<file path="config.mk">
export PLATFORM = sky130hd
export DESIGN_NAME = decimal_add_sub_compare
export DESIGN_NICKNAME = d
export VERILOG_FILES = /design/src/sv/dasc_pkg.sv /design/src/sv/dasc_core.sv /design/src/sv/decimal_add_sub_compare.sv
export SDC_FILE = /design/constraint.sdc
export NUM_CORES = 1
export LEC_CHECK = 0
export BUFFER_PORTS_ARGS = -buffer_cell sky130_fd_sc_hd__clkbuf_2
export CORE_ASPECT_RATIO = 2
export CORE_MARGIN = 2
export CORE_UTILIZATION = 49
export CTS_BUF_LIST = sky130_fd_sc_hd__clkbuf_8
export CTS_CLUSTER_DIAMETER = 50
export DETAILED_ROUTE_END_ITERATION = 6
export PLACE_DENSITY = 0.68
export SYNTH_ARGS = -nofsm -noshare
export SYNTH_HDL_FRONTEND = slang
export SYNTH_SLANG_ARGS = --single-unit
</file>
<file path="constraint.sdc">
create_clock -name clock -period 17.1 [get_ports clock]
set_clock_uncertainty 0.05 [all_clocks]
set_input_delay 0.855 -clock clock [delete_from_list [all_inputs] [get_ports clock]]
set_output_delay 0.855 -clock clock [all_outputs]
set_load 0.01 [all_outputs]
</file>
<file path="src/sv/dasc_pkg.sv">
// Shared types, codes and default sizes for the decimal add / subtract / compare unit.
`default_nettype none
package dasc_pkg;

   localparam int FIELD_W         = 48;
   localparam int FIELD_DIGITS    = 12;
   localparam int INT_DIGITS_DEF  = 12;
   localparam int FRAC_DIGITS_DEF = 12;

   // Operation codes
   localparam logic [1:0] ACT_ADD = 2'd0;
   localparam logic [1:0] ACT_SUB = 2'd1;
   localparam logic [1:0] ACT_CMP = 2'd2;

   // Compare outcome codes
   localparam logic [1:0] ORD_EQ = 2'd0;
   localparam logic [1:0] ORD_LT = 2'd1;
   localparam logic [1:0] ORD_GT = 2'd2;

   // Status codes
   localparam logic [1:0] ST_OK  = 2'd0;
   localparam logic [1:0] ST_OVF = 2'd1;
   localparam logic [1:0] ST_BAD = 2'd2;

   typedef struct packed {
      logic [1:0]         action;
      logic               a_neg;
      logic [FIELD_W-1:0] a_int;
      logic [FIELD_W-1:0] a_frac;
      logic               b_neg;
      logic [FIELD_W-1:0] b_int;
      logic [FIELD_W-1:0] b_frac;
   } req_type;

   typedef struct packed {
      logic               r_neg;
      logic [FIELD_W-1:0] r_int;
      logic [FIELD_W-1:0] r_frac;
      logic [1:0]         order;
      logic [1:0]         status;
   } rsp_type;

endpackage
`default_nettype wire

</file>
<file path="src/sv/dasc_core.sv">
// Combinational datapath: digit check, signed compare, and decimal add or subtract.
`default_nettype none
module dasc_core #(
   parameter int INT_DIGITS  = dasc_pkg::INT_DIGITS_DEF,
   parameter int FRAC_DIGITS = dasc_pkg::FRAC_DIGITS_DEF
) (
   input  dasc_pkg::req_type op,
   output dasc_pkg::rsp_type res
);
   import dasc_pkg::*;

   localparam int TOT = INT_DIGITS + FRAC_DIGITS;
   localparam int W   = 4 * TOT;

   logic [63:0]  a_int_x, a_frac_x, b_int_x, b_frac_x;
   logic [W-1:0] mag_a, mag_b;
   logic         bad;
   logic         a_zero, b_zero, a_eq, a_gt;
   logic         an, bn, bn_eff, same, a_lt, r_neg;
   logic [1:0]   ord;
   logic [W-1:0] big, lesser, y;
   logic         cin;
   logic [W:0]   t1, t2, t3, t4;
   logic [W-1:0] dr;
   logic         cout;
   logic [63:0]  ri_x, rf_x;

   assign a_int_x  = {16'd0, op.a_int};
   assign a_frac_x = {16'd0, op.a_frac};
   assign b_int_x  = {16'd0, op.b_int};
   assign b_frac_x = {16'd0, op.b_frac};

   // Gather the used digits, least significant fraction digit in nibble 0.
   always_comb begin
      mag_a = '0;
      mag_b = '0;
      for (int k = 0; k < FRAC_DIGITS; k++) begin
         mag_a[4*k +: 4] = a_frac_x[4*k +: 4];
         mag_b[4*k +: 4] = b_frac_x[4*k +: 4];
      end
      for (int k = 0; k < INT_DIGITS; k++) begin
         mag_a[4*(FRAC_DIGITS+k) +: 4] = a_int_x[4*k +: 4];
         mag_b[4*(FRAC_DIGITS+k) +: 4] = b_int_x[4*k +: 4];
      end
   end

   always_comb begin
      bad = 1'b0;
      for (int k = 0; k < TOT; k++) begin
         if (mag_a[4*k +: 4] > 4'd9 || mag_b[4*k +: 4] > 4'd9) begin
            bad = 1'b1;
         end
      end
   end

   // Valid packed BCD orders the same as plain binary.
   assign a_zero = (mag_a == '0);
   assign b_zero = (mag_b == '0);
   assign a_eq   = (mag_a == mag_b);
   assign a_gt   = (mag_a > mag_b);
   assign a_lt   = !a_gt && !a_eq;
   assign an     = op.a_neg && !a_zero;
   assign bn     = op.b_neg && !b_zero;

   always_comb begin
      if (an != bn) begin
         ord = an ? ORD_LT : ORD_GT;
      end else if (a_eq) begin
         ord = ORD_EQ;
      end else begin
         ord = (a_gt ^ an) ? ORD_GT : ORD_LT;
      end
   end

   assign bn_eff = (op.action == ACT_SUB) ? (bn ^ !b_zero) : bn;
   assign same   = (an == bn_eff);
   assign big    = (!same && a_lt) ? mag_b : mag_a;
   assign lesser = (!same && a_lt) ? mag_a : mag_b;

   // Subtract as big plus nines' complement of lesser plus one.
   always_comb begin
      y = lesser;
      if (!same) begin
         for (int k = 0; k < TOT; k++) begin
            y[4*k +: 4] = 4'd9 - lesser[4*k +: 4];
         end
      end
   end
   assign cin = !same;

   // Packed BCD add: bias by six, binary add, take six back where no digit carry.
   assign t1 = {1'b0, big} + {1'b0, {TOT{4'h6}}};
   assign t2 = t1 + {1'b0, y} + {{W{1'b0}}, cin};
   assign t3 = t1 ^ {1'b0, y};
   assign t4 = t2 ^ t3;

   always_comb begin
      for (int k = 0; k < TOT; k++) begin
         dr[4*k +: 4] = t4[4*k+4] ? t2[4*k +: 4] : (t2[4*k +: 4] - 4'd6);
      end
   end
   assign cout = t4[W];

   always_comb begin
      r_neg = (!same && a_lt) ? bn_eff : an;
      if (dr == '0) begin
         r_neg = 1'b0;
      end
   end

   always_comb begin
      ri_x = '0;
      rf_x = '0;
      for (int k = 0; k < FRAC_DIGITS; k++) begin
         rf_x[4*k +: 4] = dr[4*k +: 4];
      end
      for (int k = 0; k < INT_DIGITS; k++) begin
         ri_x[4*k +: 4] = dr[4*(FRAC_DIGITS+k) +: 4];
      end
   end

   always_comb begin
      res = '0;
      if (bad) begin
         res.status = ST_BAD;
      end else if (op.action == ACT_ADD || op.action == ACT_SUB) begin
         res.r_neg  = r_neg;
         res.r_int  = ri_x[FIELD_W-1:0];
         res.r_frac = rf_x[FIELD_W-1:0];
         res.status = (same && cout) ? ST_OVF : ST_OK;
      end else begin
         res.order = ord;
      end
   end

endmodule
`default_nettype wire

</file>
<file path="src/sv/decimal_add_sub_compare.sv">
// Top level: operand register, decimal datapath and result register.
//
//  channel | ports                          | beat
//  --------+--------------------------------+--------------------------------------
//  request | req_valid, req_ready, req      | operation, two signed BCD operands
//  result  | rsp_valid, rsp_ready, rsp      | sign, digits, order, status
//
// One beat per cycle sustained while results are not stalled; each request beat
// is held in the operand register, then its result in the result register.
// The datapath between the two registers is one decimal adder pass.
// Reset empties both registers. A stalled result holds the result register and
// the operand register still takes one more beat behind it.
`default_nettype none
module decimal_add_sub_compare #(
   parameter int INT_DIGITS  = dasc_pkg::INT_DIGITS_DEF,
   parameter int FRAC_DIGITS = dasc_pkg::FRAC_DIGITS_DEF
) (
   input  logic              clock,
   input  logic              reset,
   input  logic              req_valid,
   output logic              req_ready,
   input  dasc_pkg::req_type req,
   output logic              rsp_valid,
   input  logic              rsp_ready,
   output dasc_pkg::rsp_type rsp
);
   import dasc_pkg::*;

   logic    op_v_ff, op_v_in;
   logic    res_v_ff, res_v_in;
   req_type op_ff;
   rsp_type res_ff, res_comb;
   logic    res_load, op_load;

   dasc_core #(
      .INT_DIGITS  (INT_DIGITS),
      .FRAC_DIGITS (FRAC_DIGITS)
   ) u_core (
      .op  (op_ff),
      .res (res_comb)
   );

   // Advance the operand stage whenever the result register is free or draining.
   assign res_load  = op_v_ff && (!res_v_ff || rsp_ready);
   assign req_ready = !op_v_ff || res_load;
   assign op_load   = req_valid && req_ready;

   assign op_v_in  = op_load || (op_v_ff && !res_load);
   assign res_v_in = res_load || (res_v_ff && !rsp_ready);

   always_ff @(posedge clock) begin
      if (reset) begin
         op_v_ff  <= 1'b0;
         res_v_ff <= 1'b0;
      end else begin
         op_v_ff  <= op_v_in;
         res_v_ff <= res_v_in;
      end
   end

   always_ff @(posedge clock) begin
      if (op_load) begin
         op_ff <= req;
      end
      if (res_load) begin
         res_ff <= res_comb;
      end
   end

   assign rsp_valid = res_v_ff;
   assign rsp       = res_ff;

`ifndef SYNTHESIS
   a_full_stall_blocks: assert property (@(posedge clock) disable iff (reset)
      (op_v_ff && res_v_ff && !rsp_ready) |-> !req_ready)
      else $error("request taken while both stages are stalled");

   a_beat_lands: assert property (@(posedge clock) disable iff (reset)
      (req_valid && req_ready) |=> op_v_ff)
      else $error("accepted request beat lost");

   a_bad_clears: assert property (@(posedge clock) disable iff (reset)
      (rsp_valid && rsp.status == ST_BAD) |->
         (!rsp.r_neg && rsp.r_int == '0 && rsp.r_frac == '0 && rsp.order == ORD_EQ))
      else $error("invalid digit result carries data");

   a_order_only_cmp: assert property (@(posedge clock) disable iff (reset)
      (rsp_valid && rsp.order != ORD_EQ) |->
         (rsp.status == ST_OK && !rsp.r_neg && rsp.r_int == '0 && rsp.r_frac == '0))
      else $error("compare result mixed with arithmetic fields");
`endif

endmodule
`default_nettype wire
</file>
==> impl_metrics.json <==
{
  "wl_met1_um": 42800,
  "wire_per_inst_um": 25.7,
  "async_reset_ff_share_pct": 0,
  "synthesis.nets": 3788,
  "synth-simple-area-share_pct": 18.6,
  "min_from": "req[107]",
  "hp-class": "input pin to register",
  "synthXorXnorAreaFrac_pct": 7.20,
  "avgSynthCellArea_um2": 8.53,
  "syn2layout_area_growth_pct": 10.2,
  "max-slew-margin-rel_pct": 3.00,
  "clk_latency_ns": 0.66,
  "synth_compound_area_share_pct": 21.5,
  "synth_edf_count": 297,
  "cts_setup_buffers": 0,
  "topRoutingLayerUsed": "met4",
  "finalWirelength_um": 112000,
  "yosys_warnings": 0,
  "synth_fa_ha_area_share_pct": 10.5,
  "hold_depth": 1,
  "cp_max_fo": 65,
  "placedCellCount": 4276,
  "grt_max_degree": 99,
  "switching_share_pct": 50.7,
  "critical_path.reg2reg.startpoint": "op_ff[124]$_DFFE_PP_",
  "p_total_uw": 4410,
  "reg2reg_to": "rsp[100]$_SDFFCE_PP0P_",
  "tns_ns": 0,
  "worstMarginPinSlew_ns": 1.44,
  "clk_pin_slew_ns": 0.07,
  "cp_common_cell": "nand2_1",
  "p_int_uw": 2170,
  "cts_buffers": 42,
  "cts_num_sinks": 299,
  "grt_pass1_vias": 26400,
  "io_pins": 303,
  "ir_drop_uv": 95.7,
  "ctsHoldBuffers": 0,
  "p_switching_uw": 2240,
  "ys_ff_latch": 299,
  "combPwrFrac_pct": 66.1,
  "grt.total_usage_pct": 36.1,
  "drtAntennaViolNets": 0,
  "drt_first_pass_iters": 7,
  "clock_tree.buffer_depth": 3,
  "synth_top_family_by_area": "compound AO/OA/AOI/OAI gates",
  "grt_pass1_wl_um": 164000,
  "critical_path_class": "register to register",
  "clkPwrFrac_pct": 13.1,
  "ys_types": 103,
  "coreArea_um2": 57900,
  "crit_slowest_cell": "nor2_2",
  "rsz0062_at_grt": "false",
  "synth_ff_type": "edfxtp_1",
  "die_w_um": 175,
  "worst_slack_ns": 4.20,
  "cts_resized": 0,
  "dpl.hpwl_um": 90300,
  "critPathCaptureType": "register",
  "cp.arrival_ns": 13.21,
  "p_seq_share_pct": 20.8,
  "dr_wl_met2_um": 51400,
  "dpl_worst_slack_ns": 4.42,
  "drc": 1,
  "io_buffers": 302,
  "timing.fmax_ghz": 0.0775,
  "initial_utilization_pct": 49.3,
  "max_stage_delay_ns": 0.80,
  "die_height_um": 345,
  "dr_total_vias": 27600,
  "avgViaCountPerCell": 6.34,
  "status": "finished, violations left",
  "synth_area_um2": 28500,
  "violations": "design-rule violations",
  "die_area_um2": 60300,
  "overflow": 0,
  "crit_required_ns": 17.40,
  "nets": 3998,
  "power_leakage_uw": 0.0131,
  "critPathLaunchType": "register",
  "hold_end": "op_ff[107]$_DFFE_PP_",
  "place_congestion": 1.07,
  "finalSetupViolCount": 0,
  "row_count": 125,
  "wl_met3_um": 7770,
  "htree_num_levels": 2,
  "antenna_found_initial": 1,
  "synthCells": 3348,
  "drive_gt1_share_pct": 13.0,
  "maxCapViolCount": 0,
  "final_util_pct": 54.3,
  "fillers": 5628,
  "r2r_cells": 41,
  "synthMuxAreaShare_pct": 5.98,
  "root_buffer": "clkbuf_8",
  "slew_violations": 0,
  "final_cells": 4353,
  "reg2reg_slack_ns": 4.20,
  "powerDensity_nw_per_um2": 140,
  "cts_tree": "yes",
  "synth.yosys.seq_area_share_pct": 31.4,
  "drt_iter0_drc": 2754,
  "fin_crit_sh_pct": 75.4,
  "finalHoldViolCount": 0,
  "period_minus_slack_ns": 12.90
}
## power by group through the flow
stage / registers (uW) / logic, uW / clock network [uW]
floorplan: 908 / 2010 / 0
global placement: 929 / 2830 / 0
detailed placement: 929 / 2840 / 0
CTS: 914 / 2850 / 590
global route: 919 / 3140 / 616
finish: 918 / 2910 / 575
## worst max path at each step
| stage | from | to | slack, ns | cells past startpoint |
|---|---|---|---|---|
| after detailed placement | op_ff[62]$_DFFE_PP_ | rsp[100]$_SDFFCE_PP0P_ | 4.42 | 43 |
| after global routing | op_ff[62]$_DFFE_PP_ | rsp[100]$_SDFFCE_PP0P_ | 3.60 | 48 |
| after CTS | op_ff[62]$_DFFE_PP_ | rsp[100]$_SDFFCE_PP0P_ | 4.39 | 43 |
| after floorplan | op_ff[11]$_DFFE_PP_ | rsp[100]$_SDFFCE_PP0P_ | 4.97 | 54 |
| after global placement | op_ff[62]$_DFFE_PP_ | rsp[100]$_SDFFCE_PP0P_ | 4.51 | 43 |
| final | op_ff[124]$_DFFE_PP_ | rsp[100]$_SDFFCE_PP0P_ | 4.20 | 41 |
## per-layer routing
layer,GRT usage [%],vias up
li1,-,12800
met1,44.5,13000
met2,58.0,1386
met3,4.23,342
met4,26.3,0
met5,0,-
## final cells by class
type / instances / area [um2] / area share (%)
Clock inverter: 32 / 250 / 0.796
Inverter: 191 / 717 / 2.28
Clock buffer: 43 / 592 / 1.88
Antenna cell: 2 / 5.00 / 0.0159
Sequential cell: 299 / 8960 / 28.5
Multi-Input combinational cell: 2698 / 18300 / 58.1
Timing Repair Buffer: 326 / 1690 / 5.38
Tap cell: 762 / 953 / 3.03
## cell usage after synthesis (7+ instances only)
master,n,area share (%)
nand4_1,107,2.3
mux2_2,11,0.43
a21o_1,60,1.6
o21a_1,20,0.53
buf_2,28,0.49
o221ai_1,11,0.34
a211oi_1,26,0.68
nor2_1,300,3.9
a21boi_0,14,0.37
nor4_1,48,1.1
a21oi_1,318,5.6
o21ai_0,259,4.5
nand2b_1,25,0.55
or4_1,8,0.21
o21ai_1,8,0.14
o211ai_1,13,0.34
clkbuf_1,117,1.5
nor3_1,53,0.93
nor3b_1,18,0.47
o31ai_1,45,1.2
nor2b_1,30,0.66
xnor2_1,146,4.5
and2_1,21,0.46
nand2_1,299,3.9
or2_2,9,0.20
ha_1,240,11
o21bai_1,43,1.1
inv_1,191,2.5
nand3b_1,8,0.21
edfxtp_1,297,31
o2111ai_1,7,0.21
xor2_1,83,2.5
mux2i_1,157,5.5
a31o_2,13,0.40
nand3_1,80,1.4
and4_1,7,0.21
or3_1,15,0.33
o31a_1,9,0.28
a221oi_1,7,0.21
and3_1,28,0.61
a211o_1,7,0.21
a31oi_1,40,0.88
buf_1,12,0.16
## state kept, by name, summed over array words and instances, names as in the netlist
register   flops
op_ff        196
rsp          101
op_v_ff        1
rsp_valid      1
## through the flow
step	hold WS [ns]	cell area [um2]
6_report	0.323	31400
5_1_grt	0.317	31400
4_1_cts	0.290	31400
3_5_place_dp	0.472	30600
3_3_place_gp	0.458	30600
2_1_floorplan	0.428	28500
## cell usage in the layout, fill, tap and decap left out, drive strengths merged, types with 8 or more instances in the layout
cell / count
clkbuf: 345
a21oi: 321
nor2: 303
nand2: 301
edfxtp: 297
o21ai: 268
ha: 240
inv: 205
mux2i: 157
xnor2: 147
nand4: 107
xor2: 83
nand3: 81
a21o: 60
nor3: 53
nor4: 52
o31ai: 50
o21bai: 45
a31oi: 42
nor2b: 30
and3: 30
a211oi: 27
nand2b: 25
buf: 24
and2: 23
o21a: 20
nor3b: 18
a21boi: 16
or3: 15
o211ai: 14
a31o: 13
mux2: 12
o221ai: 11
clkinv: 10
o31a: 9
nand3b: 9
or2: 9
or4: 8
## critical path, delay by kind of cell (launching register included)
kind	cells	cell delay, ns
AO/OA/AOI/OAI	12	3.04
flip-flops	1	0.54
AND/OR/NAND/NOR	22	7.06
XOR/XNOR	4	1.08
adder cells (fa/ha/maj)	3	0.84
## logic make-up after synthesis
family	count (synthesis)
and+or+nand+nor	1087
muxes	169
adders and majority gates	240
buffers and inverters	351
xor gates and xnor gates	231
AOI/OAI and AO/OA	971
DFF	299
Power figures use the tool's default switching activity.
